File: config.mk
export PLATFORM = sky130hd
export DESIGN_NAME = imd5cd_msg
export DESIGN_NICKNAME = d
export VERILOG_FILES = /design/src/hw/rtl/imd5cd_pkg.sv /design/src/hw/rtl/imd5cd_msg.sv
export SDC_FILE = /design/constraint.sdc
export NUM_CORES = 1
export LEC_CHECK = 0
export BUFFER_PORTS_ARGS = -buffer_cell sky130_fd_sc_hd__buf_2
export CAP_MARGIN = 10
export CORE_AREA = 2 2 271 273
export DETAILED_ROUTE_END_ITERATION = 12
export DIE_AREA = 0 0 273 275
export PLACE_DENSITY = 0.37
export SYNTH_ARGS = -nofsm -noshare
export SYNTH_HDL_FRONTEND = slang
export SYNTH_SLANG_ARGS = --single-unit
File: constraint.sdc
create_clock -name vclk -period 1.6
set_input_delay 0.16 -clock vclk [all_inputs]
set_output_delay 0.16 -clock vclk [all_outputs]
set_load 0.05 [all_outputs]
File: src/hw/rtl/imd5cd_pkg.sv
`default_nettype none
package imd5cd_pkg;

  // Request and result payloads.
  typedef struct packed {
    logic        kind;
    logic [59:0] imei_digits;
  } in_t;

  typedef struct packed {
    logic [25:0] code_value;
    logic        bad_digit;
  } out_t;

  // Working variables of the hash.
  typedef struct packed {
    logic [31:0] a;
    logic [31:0] b;
    logic [31:0] c;
    logic [31:0] d;
  } md5_st_t;

  // What moves from one round cell to the next.
  typedef struct packed {
    logic                bad;
    md5_st_t             st;
    logic [15:0][31:0]   w;
  } stage_t;

  localparam int unsigned NumRounds = 64;
  localparam logic [31:0] IvA = 32'h67452301;
  localparam logic [31:0] IvB = 32'hefcdab89;
  localparam logic [31:0] IvC = 32'h98badcfe;
  localparam logic [31:0] IvD = 32'h10325476;
  localparam logic [25:0] CodeMask = 26'h3FFFFFF;
  localparam logic [25:0] CodeSetBit = 26'h2000000;
  localparam logic [7:0]  MsgLen = 8'd31;

  localparam logic [31:0] MD5_K [64] = '{
    32'hd76aa478, 32'he8c7b756, 32'h242070db, 32'hc1bdceee,
    32'hf57c0faf, 32'h4787c62a, 32'ha8304613, 32'hfd469501,
    32'h698098d8, 32'h8b44f7af, 32'hffff5bb1, 32'h895cd7be,
    32'h6b901122, 32'hfd987193, 32'ha679438e, 32'h49b40821,
    32'hf61e2562, 32'hc040b340, 32'h265e5a51, 32'he9b6c7aa,
    32'hd62f105d, 32'h02441453, 32'hd8a1e681, 32'he7d3fbc8,
    32'h21e1cde6, 32'hc33707d6, 32'hf4d50d87, 32'h455a14ed,
    32'ha9e3e905, 32'hfcefa3f8, 32'h676f02d9, 32'h8d2a4c8a,
    32'hfffa3942, 32'h8771f681, 32'h6d9d6122, 32'hfde5380c,
    32'ha4beea44, 32'h4bdecfa9, 32'hf6bb4b60, 32'hbebfbc70,
    32'h289b7ec6, 32'heaa127fa, 32'hd4ef3085, 32'h04881d05,
    32'hd9d4d039, 32'he6db99e5, 32'h1fa27cf8, 32'hc4ac5665,
    32'hf4292244, 32'h432aff97, 32'hab9423a7, 32'hfc93a039,
    32'h655b59c3, 32'h8f0ccc92, 32'hffeff47d, 32'h85845dd1,
    32'h6fa87e4f, 32'hfe2ce6e0, 32'ha3014314, 32'h4e0811a1,
    32'hf7537e82, 32'hbd3af235, 32'h2ad7d2bb, 32'heb86d391
  };

  localparam logic [4:0] MD5_S [16] = '{
    5'd7, 5'd12, 5'd17, 5'd22, 5'd5, 5'd9, 5'd14, 5'd20,
    5'd4, 5'd11, 5'd16, 5'd23, 5'd6, 5'd10, 5'd15, 5'd21
  };

  // Key strings, as ASCII bytes.
  localparam logic [7:0] KeyUnlock [14] = '{
    8'h68, 8'h77, 8'h65, 8'h36, 8'h32, 8'h30, 8'h64,
    8'h61, 8'h74, 8'h61, 8'h63, 8'h61, 8'h72, 8'h64
  };
  localparam logic [7:0] KeyFlash [11] = '{
    8'h65, 8'h36, 8'h33, 8'h30, 8'h75, 8'h70, 8'h67, 8'h72, 8'h61, 8'h64, 8'h65
  };

  // Index of the message word used in a given round.
  function automatic logic [3:0] md5_g(input logic [5:0] r);
    logic [3:0] g;
    unique case (r[5:4])
      2'd0: g = r[3:0];
      2'd1: g = 4'(r[3:0] * 4'd5 + 4'd1);
      2'd2: g = 4'(r[3:0] * 4'd3 + 4'd5);
      default: g = 4'(r[3:0] * 4'd7);
    endcase
    return g;
  endfunction

  // One round of the compression function.
  function automatic md5_st_t md5_round(input md5_st_t st, input logic [31:0] wg,
                                        input logic [5:0] r);
    logic [31:0] f;
    logic [31:0] sum;
    logic [4:0]  sh;
    md5_st_t     nx;
    unique case (r[5:4])
      2'd0: f = (st.b & st.c) | (~st.b & st.d);
      2'd1: f = (st.d & st.b) | (~st.d & st.c);
      2'd2: f = st.b ^ st.c ^ st.d;
      default: f = st.c ^ (st.b | ~st.d);
    endcase
    sh   = MD5_S[{r[5:4], r[1:0]}];
    sum  = st.a + f + MD5_K[r] + wg;
    nx.a = st.d;
    nx.d = st.c;
    nx.c = st.b;
    nx.b = st.b + ((sum << sh) | (sum >> (6'd32 - {1'b0, sh})));
    return nx;
  endfunction

  function automatic logic [7:0] hex_lower(input logic [3:0] v);
    return (v < 4'd10) ? (8'h30 + {4'h0, v}) : (8'h61 + {4'h0, v} - 8'd10);
  endfunction

  // Salt of a key string: hex characters 8 to 23 of its digest, char j in
  // bits 8j+7..8j. Evaluated only at elaboration.
  function automatic logic [127:0] key_salt(input logic kind);
    logic [7:0]  blk [64];
    logic [31:0] w [16];
    logic [31:0] h [4];
    logic [7:0]  dg;
    logic [127:0] s;
    md5_st_t     st;
    int          len;
    for (int i = 0; i < 64; i++) blk[i] = 8'h00;
    if (kind) begin
      len = 11;
      for (int i = 0; i < 11; i++) blk[i] = KeyFlash[i];
    end else begin
      len = 14;
      for (int i = 0; i < 14; i++) blk[i] = KeyUnlock[i];
    end
    blk[len] = 8'h80;
    blk[56] = 8'(len * 8);
    for (int i = 0; i < 16; i++) begin
      w[i] = {blk[4*i+3], blk[4*i+2], blk[4*i+1], blk[4*i]};
    end
    st = '{a: IvA, b: IvB, c: IvC, d: IvD};
    for (int r = 0; r < 64; r++) begin
      st = md5_round(st, w[md5_g(6'(r))], 6'(r));
    end
    h[0] = IvA + st.a;
    h[1] = IvB + st.b;
    h[2] = IvC + st.c;
    h[3] = IvD + st.d;
    s = '0;
    for (int i = 0; i < 8; i++) begin
      dg = h[(4 + i) / 4][8 * ((4 + i) % 4) +: 8];
      s[16*i +: 8]     = hex_lower(dg[7:4]);
      s[16*i + 8 +: 8] = hex_lower(dg[3:0]);
    end
    return s;
  endfunction

  localparam logic [127:0] SaltUnlock = key_salt(1'b0);
  localparam logic [127:0] SaltFlash  = key_salt(1'b1);

endpackage
`default_nettype wire

File: src/hw/rtl/imd5cd_msg.sv
`default_nettype none
module imd5cd_msg
  import imd5cd_pkg::*;
(
  input  in_t    req_i,
  output stage_t stage_o
);

  logic [7:0]   blk [64];
  logic [127:0] salt;
  logic         bad;

  // Form the padded 31-byte message: IMEI ASCII digits then the salt.
  always_comb begin
    salt = req_i.kind ? SaltFlash : SaltUnlock;
    bad  = 1'b0;
    for (int i = 0; i < 64; i++) blk[i] = 8'h00;
    for (int i = 0; i < 15; i++) begin
      blk[i] = {4'h3, req_i.imei_digits[4*(14-i) +: 4]};
      if (req_i.imei_digits[4*(14-i) +: 4] > 4'd9) bad = 1'b1;
    end
    for (int j = 0; j < 16; j++) blk[15+j] = salt[8*j +: 8];
    blk[31] = 8'h80;
    blk[56] = 8'(MsgLen * 8'd8);
  end

  // Pack little-endian message words and seed the hash state.
  always_comb begin
    stage_o.bad = bad;
    stage_o.st  = '{a: IvA, b: IvB, c: IvC, d: IvD};
    for (int i = 0; i < 16; i++) begin
      stage_o.w[i] = {blk[4*i+3], blk[4*i+2], blk[4*i+1], blk[4*i]};
    end
  end

endmodule
`default_nettype wire

# Word-level counts from Yosys, hierarchy flattened
# Cells that the tools add are included.
# totals
reg_bits,0
output_inout_bits,641
wordCells,31
# classes
n_lt_le_gt_ge,15
n_mux,16
# op_table
operator,count
2-to-1 mux 121 bit,1
"greater-than comparator 4 bit, second input constant",15
2-to-1 mux 1 bit,15

# Depth between registers and ports, before layout
# depth
ltp_word,16
mapped_depth,5
depth_no_buf,4

# Least setup slack after synthesis
# Ideal clock, no wire load.
# synth_timing
path_kind,in2out
start,input req_i[60] (netlist name)
end,output stage_o[134] (netlist name)
arrival_ps,1083
path_slack_ps,357
stages,2
path_buffers,1
cell_sequence,inv_1 buf_4
# synth_lines
item,line,text
from (decl),imd5cd_msg.sv:5,"input in_t req_i,"
to (decl),imd5cd_msg.sv:6,output stage_t stage_o

==> flow_metrics.py <==
metrics = {
    "detailed_routing": {
        "drt_iter0_markers": 11,
        "ant_nets": 0,
        "vias": 2242,
        "totalWireLength_um": 11200,
        "drc": 0,
        "first_pass_iters": 2,
        "drt-vias-per-instance": 1.35,
        "routedWlPerCell_um": 6.75,
    },
    "floorplan": {
        "fp.dieW_um": 273,
        "core-area_mm2": 0.0723,
        "boundaryPins": 702,
        "die_area_mm2": 0.0751,
        "die_h_um": 275,
        "fp-row-count": 99,
        "start_util_pct": 6.81,
    },
    "yosys": {
        "synthMuxAreaShare_pct": 0,
        "synthAdderAreaFrac_pct": 0,
        "synth_top_family_by_area": "buffers and inverters",
        "synth_top_cell_area_share_pct": 97.5,
        "yosys.area_share.xor_xnor_pct": 0,
        "yosysUniqueCellTypes": 9,
        "synthSimpleGateAreaFrac_pct": 0.685,
        "synthCells": 663,
        "synthTopCellsByArea": "buf_4 97%, o21ai_0 0.81%, o21ai_1 0.61%, nand4_1 0.38%, and4_1 0.18%",
        "yosysWarnings": 0,
        "syn_area_mm2": 0.00493,
        "syn-mean-instance-area_um2": 7.43,
        "synth-compound-area-share_pct": 1.60,
        "yosysSeqAreaShare_pct": 0,
        "yosysTopAreaCell": "buf_4",
    },
    "timing": {
        "fin_ws_ps": 50.3,
        "setup_tns_ps": 0,
        "hold_viol": 0,
        "finalSetupViolCount": 0,
        "min_period_ps": 1550,
        "slew_violations": 0,
        "rsz0062_at_grt": "yes",
        "fmax_mhz": 645,
        "fin_crit_sh_pct": 96.9,
    },
    "placed_design": {
        "place_ws_ps": -244,
        "hpwl_um": 10800,
        "placed_cells": 1660,
        "port_buffers": 137,
        "place_congestion": 0.587,
    },
    "global_routing": {
        "antenna_found_initial": 2,
        "grtUsageTotal_pct": 2.17,
        "grt_max_degree": 23,
        "gr-usage-met2_pct": 5.24,
        "grt_util_met3_pct": 0.279,
        "grt_overflow_total": 0,
        "grt_pass1_vias": 992,
        "grt_pass1_wl_um": 10300,
        "top_usage_layer": "met2",
        "gr-usage-met1_pct": 1.61,
    },
    "worst_setup_path": {
        "path_class": "in -> out",
        "required_ps": 1440,
        "setup.worst_path.end": "stage_o[640]",
        "endpoint_kind": "primary output",
        "start_kind": "input pin",
        "arrival_ps": 1390,
        "worst-path-max-fanout": 2,
        "crit_start": "req_i[45]",
    },
    "cells_and_area": {
        "clkbuf_count": 0,
        "ff_latch_area_um2": 0,
        "nFlopsAndLatches": 0,
        "area_growth_pct": -16.2,
        "drive_above_1_share_pct": 21.1,
        "fin_nets": 764,
        "fin_cells": 1661,
    },
    "outcome": {
        "outcome": "finished, final reports clean",
    },
    "clock_network": {
        "hold_buffers": 0,
        "post-cts-setup-buffers": 0,
    },
    "power": {
        "power_uw": 3480,
        "total_leakage_power_uw": 0.00236,
        "max-vdd-ir-drop_v": 0.000236,
        "p_per_area_mw_per_mm2": 842,
    },
    "flow_run": {
        "maxCapViolations": 0,
    },
    "min_path": {
        "hold_class": "in -> out",
    },
}
## layer usage
metal  routed length (um)  part of all wire [%]
met2                 6860                    61
met4                  259                   2.3
met3                 1490                    13
met1                 2620                    23
met5                    0                     0
## synthesized netlist by cell type (all sizes together)
cell type / count
nand4: 3
and4: 1
or3: 1
conb: 2
o21ai: 15
buf: 640
inv: 1
## metrics by stage
stage	utilization, %	hold WS (ps)	area (um^2)
finish	5.71	320	4130
global placement	5.64	321	4080
global route	5.71	320	4130
detailed placement	5.64	321	4080
CTS	5.69	321	4120
floorplan	-	487	6930
## logic make-up after synthesis
logic type,count (synthesis)
AO/OA/AOI/OAI,15
buffers and inverters,641
other,2
AND/OR/NAND/NOR,5
## report_power, final
group	internal (uW)	total [uW]	switching [uW]	leakage, uW
Clock	0.0000841	0.0000841	0	0.00000000634
Sequential	0	0	0	0
Combinational	148	3480	3330	0.00236
Total	148	3480	3330	0.00236
## placed cells by master, fill, tap and decap left out
cell / count
o21ai_2: 1
buf_2: 134
buf_6: 1
diode_2: 1
or3_4: 1
buf_4: 7
buf_12: 1
o21ai_1: 5
and4_1: 1
buf_8: 2
o21ai_0: 8
conb_1: 535
nand4_1: 3
inv_1: 1
o21ai_4: 1
## area by class of cell
| type | count | area [um^2] |
|---|---|---|
| inverters | 1 | 3.75 |
| fillers | 8716 | 68200 |
| repair buffers | 145 | 785 |
| multi-input cells | 555 | 2140 |
| well taps | 959 | 1200 |
| diodes | 1 | 2.50 |
## worst min path at each step
stage | startpoint | to | slack (ps) | depth (start not counted)
final | req_i[8] | stage_o[96] | 320 | 0
after global routing | req_i[44] | stage_o[24] | 320 | 0
after CTS | req_i[8] | stage_o[96] | 320 | 0
after detailed placement | req_i[8] | stage_o[96] | 320 | 0
after global placement | req_i[8] | stage_o[96] | 320 | 0
after floorplan | req_i[56] | stage_o[0] | 490 | 1
## timing repair
action,4_1_cts,5_1_grt
endpoints found under the hold margin,0,0
gates resized for setup,9,2
pin swaps,3,0
setup endpoints to repair,1,1
## worst max-delay path: stages
cell and delay (ps):
buf_8 100, o21ai_4 150, and4_1 190, nand4_1 180, or3_4 440, buf_8 160
No activity file was read; power rests on OpenSTA's default activity.
