===== src/hw/rtl/imd5cd_pkg.sv =====
`default_nettype none
package imd5cd_pkg;

  // Request and result payloads.
  typedef struct packed {
    logic        kind;
    logic [59:0] imei_digits;
  } in_t;

  typedef struct packed {
    logic [25:0] code_value;
    logic        bad_digit;
  } out_t;

  // Working variables of the hash.
  typedef struct packed {
    logic [31:0] a;
    logic [31:0] b;
    logic [31:0] c;
    logic [31:0] d;
  } md5_st_t;

  // What moves from one round cell to the next.
  typedef struct packed {
    logic                bad;
    md5_st_t             st;
    logic [15:0][31:0]   w;
  } stage_t;

  localparam int unsigned NumRounds = 64;
  localparam logic [31:0] IvA = 32'h67452301;
  localparam logic [31:0] IvB = 32'hefcdab89;
  localparam logic [31:0] IvC = 32'h98badcfe;
  localparam logic [31:0] IvD = 32'h10325476;
  localparam logic [25:0] CodeMask = 26'h3FFFFFF;
  localparam logic [25:0] CodeSetBit = 26'h2000000;
  localparam logic [7:0]  MsgLen = 8'd31;

  localparam logic [31:0] MD5_K [64] = '{
    32'hd76aa478, 32'he8c7b756, 32'h242070db, 32'hc1bdceee,
    32'hf57c0faf, 32'h4787c62a, 32'ha8304613, 32'hfd469501,
    32'h698098d8, 32'h8b44f7af, 32'hffff5bb1, 32'h895cd7be,
    32'h6b901122, 32'hfd987193, 32'ha679438e, 32'h49b40821,
    32'hf61e2562, 32'hc040b340, 32'h265e5a51, 32'he9b6c7aa,
    32'hd62f105d, 32'h02441453, 32'hd8a1e681, 32'he7d3fbc8,
    32'h21e1cde6, 32'hc33707d6, 32'hf4d50d87, 32'h455a14ed,
    32'ha9e3e905, 32'hfcefa3f8, 32'h676f02d9, 32'h8d2a4c8a,
    32'hfffa3942, 32'h8771f681, 32'h6d9d6122, 32'hfde5380c,
    32'ha4beea44, 32'h4bdecfa9, 32'hf6bb4b60, 32'hbebfbc70,
    32'h289b7ec6, 32'heaa127fa, 32'hd4ef3085, 32'h04881d05,
    32'hd9d4d039, 32'he6db99e5, 32'h1fa27cf8, 32'hc4ac5665,
    32'hf4292244, 32'h432aff97, 32'hab9423a7, 32'hfc93a039,
    32'h655b59c3, 32'h8f0ccc92, 32'hffeff47d, 32'h85845dd1,
    32'h6fa87e4f, 32'hfe2ce6e0, 32'ha3014314, 32'h4e0811a1,
    32'hf7537e82, 32'hbd3af235, 32'h2ad7d2bb, 32'heb86d391
  };

  localparam logic [4:0] MD5_S [16] = '{
    5'd7, 5'd12, 5'd17, 5'd22, 5'd5, 5'd9, 5'd14, 5'd20,
    5'd4, 5'd11, 5'd16, 5'd23, 5'd6, 5'd10, 5'd15, 5'd21
  };

  // Key strings, as ASCII bytes.
  localparam logic [7:0] KeyUnlock [14] = '{
    8'h68, 8'h77, 8'h65, 8'h36, 8'h32, 8'h30, 8'h64,
    8'h61, 8'h74, 8'h61, 8'h63, 8'h61, 8'h72, 8'h64
  };
  localparam logic [7:0] KeyFlash [11] = '{
    8'h65, 8'h36, 8'h33, 8'h30, 8'h75, 8'h70, 8'h67, 8'h72, 8'h61, 8'h64, 8'h65
  };

  // Index of the message word used in a given round.
  function automatic logic [3:0] md5_g(input logic [5:0] r);
    logic [3:0] g;
    unique case (r[5:4])
      2'd0: g = r[3:0];
      2'd1: g = 4'(r[3:0] * 4'd5 + 4'd1);
      2'd2: g = 4'(r[3:0] * 4'd3 + 4'd5);
      default: g = 4'(r[3:0] * 4'd7);
    endcase
    return g;
  endfunction

  // One round of the compression function.
  function automatic md5_st_t md5_round(input md5_st_t st, input logic [31:0] wg,
                                        input logic [5:0] r);
    logic [31:0] f;
    logic [31:0] sum;
    logic [4:0]  sh;
    md5_st_t     nx;
    unique case (r[5:4])
      2'd0: f = (st.b & st.c) | (~st.b & st.d);
      2'd1: f = (st.d & st.b) | (~st.d & st.c);
      2'd2: f = st.b ^ st.c ^ st.d;
      default: f = st.c ^ (st.b | ~st.d);
    endcase
    sh   = MD5_S[{r[5:4], r[1:0]}];
    sum  = st.a + f + MD5_K[r] + wg;
    nx.a = st.d;
    nx.d = st.c;
    nx.c = st.b;
    nx.b = st.b + ((sum << sh) | (sum >> (6'd32 - {1'b0, sh})));
    return nx;
  endfunction

  function automatic logic [7:0] hex_lower(input logic [3:0] v);
    return (v < 4'd10) ? (8'h30 + {4'h0, v}) : (8'h61 + {4'h0, v} - 8'd10);
  endfunction

  // Salt of a key string: hex characters 8 to 23 of its digest, char j in
  // bits 8j+7..8j. Evaluated only at elaboration.
  function automatic logic [127:0] key_salt(input logic kind);
    logic [7:0]  blk [64];
    logic [31:0] w [16];
    logic [31:0] h [4];
    logic [7:0]  dg;
    logic [127:0] s;
    md5_st_t     st;
    int          len;
    for (int i = 0; i < 64; i++) blk[i] = 8'h00;
    if (kind) begin
      len = 11;
      for (int i = 0; i < 11; i++) blk[i] = KeyFlash[i];
    end else begin
      len = 14;
      for (int i = 0; i < 14; i++) blk[i] = KeyUnlock[i];
    end
    blk[len] = 8'h80;
    blk[56] = 8'(len * 8);
    for (int i = 0; i < 16; i++) begin
      w[i] = {blk[4*i+3], blk[4*i+2], blk[4*i+1], blk[4*i]};
    end
    st = '{a: IvA, b: IvB, c: IvC, d: IvD};
    for (int r = 0; r < 64; r++) begin
      st = md5_round(st, w[md5_g(6'(r))], 6'(r));
    end
    h[0] = IvA + st.a;
    h[1] = IvB + st.b;
    h[2] = IvC + st.c;
    h[3] = IvD + st.d;
    s = '0;
    for (int i = 0; i < 8; i++) begin
      dg = h[(4 + i) / 4][8 * ((4 + i) % 4) +: 8];
      s[16*i +: 8]     = hex_lower(dg[7:4]);
      s[16*i + 8 +: 8] = hex_lower(dg[3:0]);
    end
    return s;
  endfunction

  localparam logic [127:0] SaltUnlock = key_salt(1'b0);
  localparam logic [127:0] SaltFlash  = key_salt(1'b1);

endpackage
`default_nettype wire


===== src/hw/rtl/imd5cd_cell.sv =====
`default_nettype none
module imd5cd_cell
  import imd5cd_pkg::*;
#(
  parameter logic [5:0] Round = 6'd0
) (
  input  logic   clk_i,
  input  logic   rst_ni,
  input  logic   en_i,
  input  logic   valid_i,
  input  stage_t stage_i,
  output logic   valid_o,
  output stage_t stage_o
);

  logic   valid_q;
  stage_t stage_d, stage_q;

  // One hash round; the message words ride along.
  always_comb begin
    stage_d    = stage_i;
    stage_d.st = md5_round(stage_i.st, stage_i.w[md5_g(Round)], Round);
  end

  always_ff @(posedge clk_i or negedge rst_ni) begin
    if (!rst_ni) begin
      valid_q <= 1'b0;
    end else if (en_i) begin
      valid_q <= valid_i;
    end
  end

  always_ff @(posedge clk_i) begin
    if (en_i) begin
      stage_q <= stage_d;
    end
  end

  assign valid_o = valid_q;
  assign stage_o = stage_q;

endmodule
`default_nettype wire


===== config.mk =====
export PLATFORM = sky130hd
export DESIGN_NAME = imd5cd_cell
export DESIGN_NICKNAME = d
export VERILOG_FILES = /design/src/hw/rtl/imd5cd_pkg.sv /design/src/hw/rtl/imd5cd_cell.sv
export SDC_FILE = /design/constraint.sdc
export NUM_CORES = 1
export LEC_CHECK = 0
export BUFFER_PORTS_ARGS = -buffer_cell sky130_fd_sc_hd__buf_4
export CORE_AREA = 2 2 495 497
export CTS_BUF_LIST = sky130_fd_sc_hd__clkbuf_8
export CTS_CLUSTER_DIAMETER = 30
export DETAILED_ROUTE_END_ITERATION = 8
export DIE_AREA = 0 0 497 499
export SETUP_SLACK_MARGIN = 0.5
export SLEW_MARGIN = 40
export SYNTH_ARGS = -nofsm -noshare
export SYNTH_HDL_FRONTEND = slang
export SYNTH_SLANG_ARGS = --single-unit

===== constraint.sdc =====
create_clock -name clk_i -period 0.8 [get_ports clk_i]
set_input_delay 0.04 -clock clk_i [delete_from_list [all_inputs] [get_ports clk_i]]
set_output_delay 0.04 -clock clk_i [all_outputs]
set_load 0.01 [all_outputs]

## Yosys cells after proc, flatten, opt, wreduce, memory -nomap -nowiden

Index checks and enable logic that the tools add are counted.

- Register bits: 642
- Input port bits: 645
- Output and inout bits: 642
- Logic and storage cells: 31

- Add/subtract/negate cells: 4
- Bitwise logic cells: 5

Operators by type and width:

| kind | count |
|---|---|
| 32-bit adder | 3 |
| 32-bit AND | 2 |
| 32-bit adder (second input constant) | 1 |
| 32-bit inverter | 1 |
| 32-bit OR | 1 |
| 32-bit by 7-bit OR with 32-bit output | 1 |

## Logic depth before layout (Yosys ltp)

Gate-level depths: netlist of run 1.

- Depth in word-level cells: 8
- Gate-level depth with buffers: 23
- Mapped depth without buffers: 22

## Worst setup path after synthesis of run 1

Ideal clock, no wire load.

- Path type: in2reg
- Start: in stage_i[577] (netlist name)
- End: reg stage_q, in the netlist stage_o[606] (data pin)
- Library setup time: 0.281 ns
- Arrival: 4.630 ns
- Required time: 0.519 ns
- Slack: -4.111 ns
- Stages: 21
- Path buffers: 0
- Path through: mux2_2 -> fa_1 -> ha_1 -> ha_1 -> inv_1 -> fa_1 -> nor2b_4 -> o31a_1 -> o311ai_4 -> a21oi_2 -> a211oi_2 -> o21ai_1 -> xor2_1 -> fa_1 -> a211oi_1 -> nor2_1 -> a21o_1 -> a21bo_2 -> a2111oi_2 -> o21a_1 -> o311ai_0

RTL lines:

| element | RTL line | text |
|---|---|---|
| start: declaration | imd5cd_cell.sv:11 | `input stage_t stage_i,` |
| end signal: assignment | imd5cd_cell.sv:35 | `stage_q <= stage_d;` |
| end: declaration | imd5cd_cell.sv:17 | `stage_t stage_d, stage_q;` |

==> results of run 1 <==
## per-layer routing
layer  vias to the layer above  global-route usage (%)
li1                      10200                       -
met1                     11600                    16.6
met2                      1270                    29.3
met3                       364                    6.43
met4                        18                    5.10
met5                         -                       0
## flip-flops by register name, indices dropped and copies added, names as in the netlist
register	cells
stage_o	641
valid_o	1
## how the worst max path moves through the flow
stage                                   endpoint  cells after the start  slack [ns]    startpoint
after floorplan           stage_o[606]$_DFFE_PP_                     21       -3.80  stage_i[577]
after global placement    stage_o[606]$_DFFE_PP_                     23       -4.59  stage_i[578]
after detailed placement  stage_o[606]$_DFFE_PP_                     22       -4.68  stage_i[590]
after CTS                 stage_o[600]$_DFFE_PP_                     26       -3.15  stage_i[578]
after global routing      stage_o[600]$_DFFE_PP_                     25       -3.51  stage_i[578]
final                     stage_o[600]$_DFFE_PP_                     25       -3.50  stage_i[578]
## power by group through the flow
stage	combinational (uW)	clock (uW)	sequential (uW)
4_1_cts	52800	57100	44100
6_report	54400	55500	44100
3_5_place_dp	43800	0	43900
5_1_grt	58200	58700	44400
2_1_floorplan	15400	0	45000
3_3_place_gp	44100	0	44100
## stage by stage
step / TNS, ns / setup slack (ns) / std cells / total power, uW
floorplan: -106.04 / -3.80 / 1358 / 60400
global placement: -305.80 / -4.59 / 6186 / 88100
detailed placement: -309.13 / -4.68 / 6186 / 87700
CTS: -665.36 / -3.15 / 7177 / 154000
global route: -652.06 / -3.51 / 7222 / 161000
finish: -554.20 / -3.50 / 7231 / 154000
## placed cells by master, fill, tap and decap left out, drive strengths merged, types with 16 or more instances in the layout
cell type and n:
bufinv 31, xnor2 35, nor3 26, dlygate4sd3 612, nor2 40, nand3 20
a21o 27, edfxtp 641, fa 33, ha 90, buf 1674, mux2 16
clkinv 80, nand2 33, inv 167, clkbuf 191, a21oi 60, clkinvlp 26
mux2i 20, diode 41, o21ai 32
## cells by family after synthesis
family,count (synthesis)
xor gates and xnor gates,49
buffers and inverters,151
muxes,36
adders and majority gates,123
AOI/OAI and AO/OA,198
and+or+nand+nor,159
DFF,642
## repair_timing
| item | CTS | global route |
|---|---|---|
| resized for setup | 693 | 81 |
| endpoints found under the hold margin | 1282 | 1233 |
| pin swaps | 67 | 39 |
| setup endpoints to repair | 675 | 679 |
| hold buffers | 609 | 7 |
| buffers inserted | 23 | 10 |
## cell type report
type | instances | area (sq um)
antenna | 41 | 103
multi-input combinational | 565 | 5550
clock buffer | 191 | 2630
timing repair buffer | 2286 | 21300
inverter | 136 | 510
fill | 25600 | 187000
clock inverter | 168 | 1940
tap | 3202 | 4010
sequential | 642 | 19300
==> run summary, run 1 <==
FF-to-FF End -> valid_o$_DFFE_PN0P_
worst hold-check path type -> in2reg
chip height -> 499 microns
synthesized area -> 24500 sq um
syn nets -> 2126
max cap viols -> 0
layout cells sized above 1 -> 53.7%
Final Skew -> 0 ns
startpoint types -> input pin
clock latency on the worst-skew pair -> 0.95 ns
placed cell area -> 41200 sq um
total track usage -> 16.0%
worst hold slack -> -0.500 ns
Layout area overhead -> 125%
routed len/inst -> 28.4 microns
Net Sw Power -> 50700 uW
count of pins over their slew limit -> 0
Final Cell Area -> 55300 sq um
combinational power share -> 35.3%
CP required -> 1.47 ns
Yosys top cell by area -> edfxtp_1
DRT met1 WL -> 73.8 mm
Top Metal Used -> met5
HPWL after detailed placement -> 173 mm
CP arrival -> 4.97 ns
met2 wire length -> 107 mm
critical path's most frequent cell -> fa_2
Hold Path Origin -> en_i
CP endpoint kind -> flop
clock power share -> 36.0%
H-tree depth -> 4
Max IR drop VDD -> 0.00211 V
clock sink total -> 642
first-pass GRT wire length -> 258 mm
hold violation count in the final report -> 1082
outcome -> finished with violations
final wirelength -> 205 mm
CTS Buf Count -> 190
Synth top cells by count -> edfxtp_1, inv_1, ha_1
Final Util -> 22.8%
largest net degree at the start of global routing -> 40
Syn Inst Count -> 1358
top area cells in the synthesized netlist -> edfxtp_1, ha_1, fa_1
Vias -> 23400
EDFF count, synth -> 641
share of the synthesized area in the top cell type -> 78.4%
hold path endpoint -> stage_o[86]$_DFFE_PP_
CP Buf/Inv Count -> 6
Avg Inst Size Synth -> 18.1 sq um
Slowest Stage Delay on Critical Path -> 0.47 ns
LEAKAGE -> 0.0230 uW
Ports -> 1287
crit-path leading delay family -> compound AO/OA/AOI/OAI gates
worst-path fanout max -> 4
via density per instance -> 3.24
Setup-failing EPs final -> 674
core area -> 243000 sq um
initial antenna violation count -> 109
multiplexer area fraction after synthesis -> 1.55%
Final period util -> 538%
main combinational cell family by area after synthesis -> adder cells
routed wire length on met3 -> 17.9 mm
top_reg_cell synth -> edfxtp_1
most instantiated library cell after synthesis -> edfxtp_1
adder-cell area share of the yosys netlist -> 7.28%
Post-Synth Simple-Gate Area -> 3.14%
drt first pass iters -> 5
PortBufs -> 1286
CP max-delay cell -> fa_2
Distinct cells, synth -> 54
DR iter-0 viols -> 1544
crit path kind -> in2reg
Max Freq -> 232 MHz
TritonCTS clock tree -> yes
Worst R2R Start -> valid_o$_DFFE_PN0P_
grt total ovfl -> 0
Switching Share -> 32.9%
crit path time final -> 4.30 ns
Slew headroom -> 68.8%
#FFs+latches synth -> 642
die width -> 497 microns
Power Dens Cells -> 2780 nW/um^2
Yosys warning count -> 0
slew at the pin with the worst max-slew slack -> 0.467 ns
final net count -> 4589
routability cong. -> 1.01
clk root buf -> clkbuf_8
register-to-register setup slack -> 0.01 ns
Max Root-Sink Buffers -> 3
Flop pwr share -> 28.6%
Post-Synth XOR/XNOR Area -> 1.75%
Async S/R FF share, synth -> 0.156%
failing checks -> hold timing, setup timing
post-synthesis sequential area ratio -> 78.5%
# DRC -> 0
number of global-route vias before repair -> 25300
post-synthesis compound-gate area fraction -> 5.45%
final worst slack -> -3.50 ns
FP Rows -> 181
DRT antenna net count -> 0
Die ar. -> 248000 sq um
unrepaired setup endpoints after global routing -> yes
internal power -> 103000 uW
Initial Utilization -> 10.1%
worst reg2reg path depth -> 1
clock slew seen by the registers of the worst setup and hold paths -> 0.05 ns
number of cells on the worst hold path -> 1
No activity file was read; power rests on OpenSTA's default activity.
==> run 2, diff against run 1 <==
--- a/config.mk
+++ b/config.mk
@@ -9,6 +9,7 @@
 export CORE_AREA = 2 2 495 497
 export CTS_BUF_LIST = sky130_fd_sc_hd__clkbuf_8
 export CTS_CLUSTER_DIAMETER = 30
+export CTS_CLUSTER_SIZE = 24
 export DETAILED_ROUTE_END_ITERATION = 8
 export DIE_AREA = 0 0 497 499
 export SETUP_SLACK_MARGIN = 0.5
==> constraint.sdc (replaced) <==
create_clock -name clk_i -period 3.7 [get_ports clk_i]
set_input_delay 0.37 -clock clk_i [delete_from_list [all_inputs] [get_ports clk_i]]
set_output_delay 0.37 -clock clk_i [all_outputs]
set_load 0.01 [all_outputs]
==> run 2 against run 1 <==
Against the previous run: the run ends with setup timing left; register-to-register slack better by 2.9 ns; sequential power fell by 79%; via count up 0.72%; setup slack improved by 2.7 ns; clock skew unchanged; critical path type unchanged; combinational power fell by 79%; clock power is 76% lower; die area did not move; non-clock buffer count increased by 11; cell area down 3.3%; flip-flop and latch count unchanged; count of clock-buffer cells in the layout grew 13.
==> run summary, run 2 (synthesized netlist as in run 1, its figures left out) <==
outcome -> finished with violations
failing checks -> setup timing
via density per instance -> 3.24 (+0.16%)
Initial Utilization -> 10.1% (unchanged)
final worst slack -> -0.838 ns (+2.66 ns)
worst hold slack -> 0.144 ns (+0.644 ns)
max cap viols -> 0 (unchanged)
Final period util -> 123%
Cell Chain, Critical Path -> buf_8 > mux2i_4 > fa_2 > inv_2 > fa_2 > ha_4 > a211oi_2 > o21ai_2 > o211ai_1 > buf_4 > a21oi_4 > o211ai_1 > a21o_1 > a21oi_4 > ha_2 > fa_2 > a211oi_2 > nor2_2 > a21o_1 > a21bo_2 > a2111oi_4 > o21a_1 > o311ai_1
# DRC -> 0 (unchanged)
largest net degree at the start of global routing -> 79 (+98%)
Power Dens Cells -> 629 nW/um^2 (-77%)
initial antenna violation count -> 135 (+24%)
max reg flops -> 641 (unchanged)
crit path time final -> 4.54 ns
CP max-delay cell -> fa_2
final net count -> 4614 (+0.54%)
number of global-route vias before repair -> 25200 (-0.37%)
critical path's most frequent cell -> fa_2
core area -> 243000 sq um (unchanged)
chip height -> 499 microns (unchanged)
die width -> 497 microns (unchanged)
DRT antenna net count -> 0 (unchanged)
LEAKAGE -> 0.0224 uW (-2.4%)
CTS Buf Count -> 204 (+7.4%)
Max Root-Sink Buffers -> 3 (unchanged)
slew at the pin with the worst max-slew slack -> 0.617 ns (+0.151 ns)
Layout area overhead -> 118%
layout cells sized above 1 -> 51.9% (-1.8 points)
clock latency on the worst-skew pair -> 0.98 ns (+0.03 ns)
drt first pass iters -> 5 (unchanged)
total track usage -> 15.9% (-0.14 points)
Ports -> 1287 (unchanged)
Die ar. -> 248000 sq um (unchanged)
pre-CTS setup slack -> -2.09 ns (+2.59 ns)
first-pass GRT wire length -> 256 mm (-0.96%)
Slew headroom -> 58.8% (-9.9 points)
CP required -> 4.34 ns (+2.87 ns)
clock sink total -> 642 (unchanged)
hold violation count in the final report -> 0 (-100%)
PortBufs -> 1286 (unchanged)
Final Skew -> 0 ns (unchanged)
Vias -> 23600 (+0.72%)
Setup-failing EPs final -> 30 (-96%)
Max Freq -> 220 MHz
count of pins over their slew limit -> 0 (unchanged)
grt total ovfl -> 0 (unchanged)
routed len/inst -> 28.0 microns (-1.4%)
CP arrival -> 5.18 ns (+0.21 ns)
placed cell area -> 40800 sq um (-0.98%)
crit path kind -> in2reg
clock slew seen by the registers of the worst setup and hold paths -> 0.06 ns (about the same)
H-tree depth -> 4 (unchanged)
worst-path fanout max -> 3 (-1)
Max IR drop VDD -> 0.000423 V (-80%)
commonest cells after routing, fill and taps aside -> buf_4, dlygate4sd3_1, edfxtp_1, clkbuf_8, inv_1
CP endpoint kind -> flop
TritonCTS clock tree -> yes
fin cells -> 7271 (+0.55%)
commonest non-fill, non-tap cell in the layout -> buf_4
Final Cell Area -> 53500 sq um (-3.3%)
unrepaired setup endpoints after global routing -> yes
routability cong. -> 0.985 (-2.8%)
DR iter-0 viols -> 1304 (-16%)
worst hold-check path type -> in2reg
placed cells -> 6144 (-0.68%)
clk root buf -> clkbuf_8
final wirelength -> 204 mm (-0.82%)
setup tns final -> -17.57 ns (+536.63 ns)
Slowest Stage Delay on Critical Path -> 0.47 ns (about the same)
HPWL after detailed placement -> 172 mm (-0.61%)
startpoint types -> input pin
FP Rows -> 181 (unchanged)
## run 2: worst paths after layout
| check | cells past startpoint | startpoint | end | slack (ns) |
|---|---|---|---|---|
| setup / recovery | 23 | stage_i[578] | stage_o[606]$_DFFE_PP_ | -0.84 |
| hold / removal | 2 | stage_i[116] | stage_o[116]$_DFFE_PP_ | 0.14 |
| setup reg to reg | 1 | valid_o$_DFFE_PN0P_ | valid_o$_DFFE_PN0P_ | 2.94 |
| hold reg to reg | 1 | valid_o$_DFFE_PN0P_ | valid_o$_DFFE_PN0P_ | 0.54 |
| max in group asynchronous | 3 | rst_ni | valid_o$_DFFE_PN0P_ | 3.32 |
| min in group asynchronous | 3 | rst_ni | valid_o$_DFFE_PN0P_ | 0.28 |
## run 2: layout make-up
| type | count | area [sq um] |
|---|---|---|
| Sequential cell | 642 | 19300 |
| Timing Repair Buffer | 2297 | 19200 |
| Inverter | 136 | 510 |
| Clock buffer | 204 | 2810 |
| Tap cell | 3202 | 4010 |
| Clock inverter | 180 | 2200 |
| Fill cell | 25800 | 189000 |
| Antenna cell | 45 | 113 |
| Multi-Input combinational cell | 565 | 5410 |
## run 2: stage by stage
stage	power [uW]	util (%)
after global routing	35300	22.0
after CTS	33700	21.9
after floorplan	13100	-
after global placement	19000	16.8
final	33600	22.1
after detailed placement	18900	16.8
## run 2: critical path, delay by kind of cell
family	cells	cell delay [ns]
buf+inv	3	0.39
fa+ha+maj	5	1.66
compound gates	13	2.46
mux	1	0.18
simple gates	1	0.08
## run 2: layer usage
metal / vias up / global-route usage (%) / routed length (microns)
met5: - / 0 / 149
met4: 22 / 4.41 / 6030
met3: 398 / 7.10 / 20200
met2: 1326 / 29.2 / 106000
met1: 11600 / 16.1 / 71200
li1: 10300 / - / -
## run 2: timing repair
item	in CTS	in global routing
pin swaps	41	30
setup endpoints to repair	32	31
resized for setup	94	43
hold endpoints to repair	653	0
cloned	0	0
hold buffers	673	0
buffers inserted	14	11
## run 2: report_power, final
group	internal [uW]	switching, uW
Clock	8270	4820
Combinational	5570	5580
Sequential	9020	372
Total	22900	10800
==> run 3, diff against run 2 <==
--- a/config.mk
+++ b/config.mk
@@ -6,12 +6,12 @@
 export NUM_CORES = 1
 export LEC_CHECK = 0
 export BUFFER_PORTS_ARGS = -buffer_cell sky130_fd_sc_hd__buf_4
-export CORE_AREA = 2 2 495 497
-export CTS_BUF_LIST = sky130_fd_sc_hd__clkbuf_8
+export CAP_MARGIN = 20
+export CORE_AREA = 2 2 501 503
 export CTS_CLUSTER_DIAMETER = 30
 export CTS_CLUSTER_SIZE = 24
 export DETAILED_ROUTE_END_ITERATION = 8
-export DIE_AREA = 0 0 497 499
+export DIE_AREA = 0 0 503 505
 export SETUP_SLACK_MARGIN = 0.5
 export SLEW_MARGIN = 40
 export SYNTH_ARGS = -nofsm -noshare
==> run 3 against run 2 <==
Against the previous run: the run still ends with setup timing left; routed wire length down 1.2%; final cell count about the same; via count down 0.60%; die area up 2.4%; sequential share of layout area down 0.60 points; first-iteration DRC count up 27%; global-route usage down 0.65 points; clock power up 28%; largest cell class unchanged; worst hold slack better by 0.096 ns; fmax down 2.2%.
==> run summary, run 3 (synthesized netlist as in run 1, its figures left out) <==
outcome -> finished with violations
failing checks -> setup timing
FP Rows -> 183 (+1.1%)
Setup crit start -> stage_i[590]
Fillers -> 26400 (+2.1%)
CP endpoint kind -> flop
Worst R2R Start -> valid_o$_DFFE_PN0P_
routability cong. -> 1.08 (+9.4%)
core area -> 248000 sq um (+2.3%)
worst hold-check path type -> in2reg
worst reg2reg path depth -> 1 (unchanged)
Final period util -> 125% (+2.8 points)
CP max-delay cell -> fa_2
commonest cells after routing, fill and taps aside -> buf_4, edfxtp_1, dlygate4sd3_1, clkbuf_16, inv_1
number of global-route vias before repair -> 24800 (-1.4%)
PortBufs -> 1286 (unchanged)
clock sink total -> 642 (unchanged)
CP required -> 4.24 ns (-0.10 ns)
CP arrival -> 5.18 ns (about the same)
crit path time final -> 4.64 ns (+0.102 ns)
DRT antenna net count -> 0 (unchanged)
grt total ovfl -> 0 (unchanged)
crit path kind -> in2reg
Layout area overhead -> 122%
max cap viols -> 0 (unchanged)
multi-input logic area -> 5400 sq um (-0.12%)
Initial Utilization -> 9.89% (-0.23 points)
Power Dens Cells -> 679 nW/um^2 (+8.0%)
Setup-failing EPs final -> 29 (-3.3%)
Slew headroom -> 63.6% (+4.7 points)
worst hold slack -> 0.240 ns (+0.0958 ns)
HPWL after detailed placement -> 169 mm (-1.6%)
clock latency on the worst-skew pair -> 0.80 ns (-0.18 ns)
via density per instance -> 3.22 (-0.68%)
routed len/inst -> 27.6 microns (-1.3%)
hold path endpoint -> stage_o[223]$_DFFE_PP_
slew at the pin with the worst max-slew slack -> 0.547 ns (-0.0708 ns)
number of cells on the worst hold path -> 2 (unchanged)
Max IR drop VDD -> 0.000476 V (+13%)
Ports -> 1287 (unchanged)
H-tree depth -> 4 (unchanged)
die width -> 503 microns (+1.2%)
Max Root-Sink Buffers -> 4 (+1)
count of pins over their slew limit -> 0 (unchanged)
Power Total -> 36900 uW (+9.8%)
clock slew seen by the registers of the worst setup and hold paths -> 0.05 ns (about the same)
Max Freq -> 215 MHz (-2.2%)
chip height -> 505 microns (+1.2%)
layout cells sized above 1 -> 52.1% (+0.22 points)
Die ar. -> 254000 sq um (+2.4%)
hold violation count in the final report -> 0 (unchanged)
max reg flops -> 641 (unchanged)
final wirelength -> 201 mm (-1.2%)
unrepaired setup endpoints after global routing -> yes
Hold Path Origin -> stage_i[223]
Reg area -> 19300 sq um (unchanged)
FF-to-FF End -> valid_o$_DFFE_PN0P_
final net count -> 4525 (-1.9%)
DR iter-0 viols -> 1650 (+27%)
commonest non-fill, non-tap cell in the layout -> buf_4
drt first pass iters -> 5 (unchanged)
register-to-register setup slack -> 2.94 ns (about the same)
Slowest Stage Delay on Critical Path -> 0.49 ns (+0.02 ns)
largest net degree at the start of global routing -> 84 (+6.3%)
initial antenna violation count -> 115 (-15%)
final worst slack -> -0.941 ns (-0.102 ns)
worst-path fanout max -> 3 (unchanged)
total track usage -> 15.2% (-0.65 points)
startpoint types -> input pin
Final Skew -> 0 ns (unchanged)
clk root buf -> clkbuf_16
Vias -> 23500 (-0.60%)
TritonCTS clock tree -> yes
CTS Buf Count -> 192 (-5.9%)
# DRC -> 0 (unchanged)
LEAKAGE -> 0.0227 uW (+1.2%)
first-pass GRT wire length -> 250 mm (-2.2%)
-- run 3: metal layers --
| layer | vias up | GRT usage (%) | wire length (microns) |
|---|---|---|---|
| li1 | 10100 | - | - |
| met1 | 11500 | 15.7 | 70200 |
| met2 | 1455 | 27.6 | 103000 |
| met3 | 385 | 6.47 | 21400 |
| met4 | 10 | 4.78 | 6870 |
| met5 | - | 0 | 69 |
-- run 3: worst max-delay path by stage --
stage	to	slack, ns
6_report	stage_o[602]$_DFFE_PP_	-0.94
5_1_grt	stage_o[602]$_DFFE_PP_	-1.08
4_1_cts	stage_o[601]$_DFFE_PP_	-0.86
3_5_place_dp	stage_o[606]$_DFFE_PP_	-2.31
3_3_place_gp	stage_o[606]$_DFFE_PP_	-2.21
2_1_floorplan	stage_o[606]$_DFFE_PP_	-1.23
-- run 3: final cells by class --
cell class / count / share of cell area [%]
inverter: 136 / 0.939
clock inverter: 131 / 2.99
multi-input combinational: 565 / 9.93
antenna: 40 / 0.184
timing repair buffer: 2220 / 33.9
sequential: 642 / 35.4
clock buffer: 213 / 9.02
tap: 3330 / 7.66
-- run 3: critical path, delay by kind of cell --
family                   cells  cell delay (ns)
multiplexers                 1             0.31
XOR/XNOR                     1             0.05
adder cells (fa/ha/maj)      5             1.52
AND/OR/NAND/NOR              3             0.37
buffers and inverters        5             0.56
AO/OA/AOI/OAI               10             2.01
-- run 3: through the flow --
stage	instances	setup TNS [ns]	utilization, %	instance area, sq um	setup slack, ns
final	7277	-19.92	21.9	54400	-0.941
after global routing	7270	-24.08	21.9	54400	-1.08
after CTS	7232	-16.29	21.8	54100	-0.860
after detailed placement	6257	-59.18	16.4	40800	-2.31
after global placement	6256	-56.74	16.4	40800	-2.21
after floorplan	1358	-24.14	-	24700	-1.23
-- run 3: repair_timing --
item	4_1_cts	5_1_grt
pin swaps	56	15
buffers inserted	18	5
gates resized for setup	103	25
endpoints found under the setup margin	32	31
hold endpoints to repair	628	0
hold buffers	613	0
-- run 3: report_power, final --
| part | leakage, uW | switching (uW) | internal, uW | total, uW |
|---|---|---|---|---|
| Clock | 0.00316 | 5170 | 11600 | 16800 |
| Sequential | 0.00629 | 385 | 9030 | 9420 |
| Combinational | 0.0132 | 5400 | 5310 | 10700 |
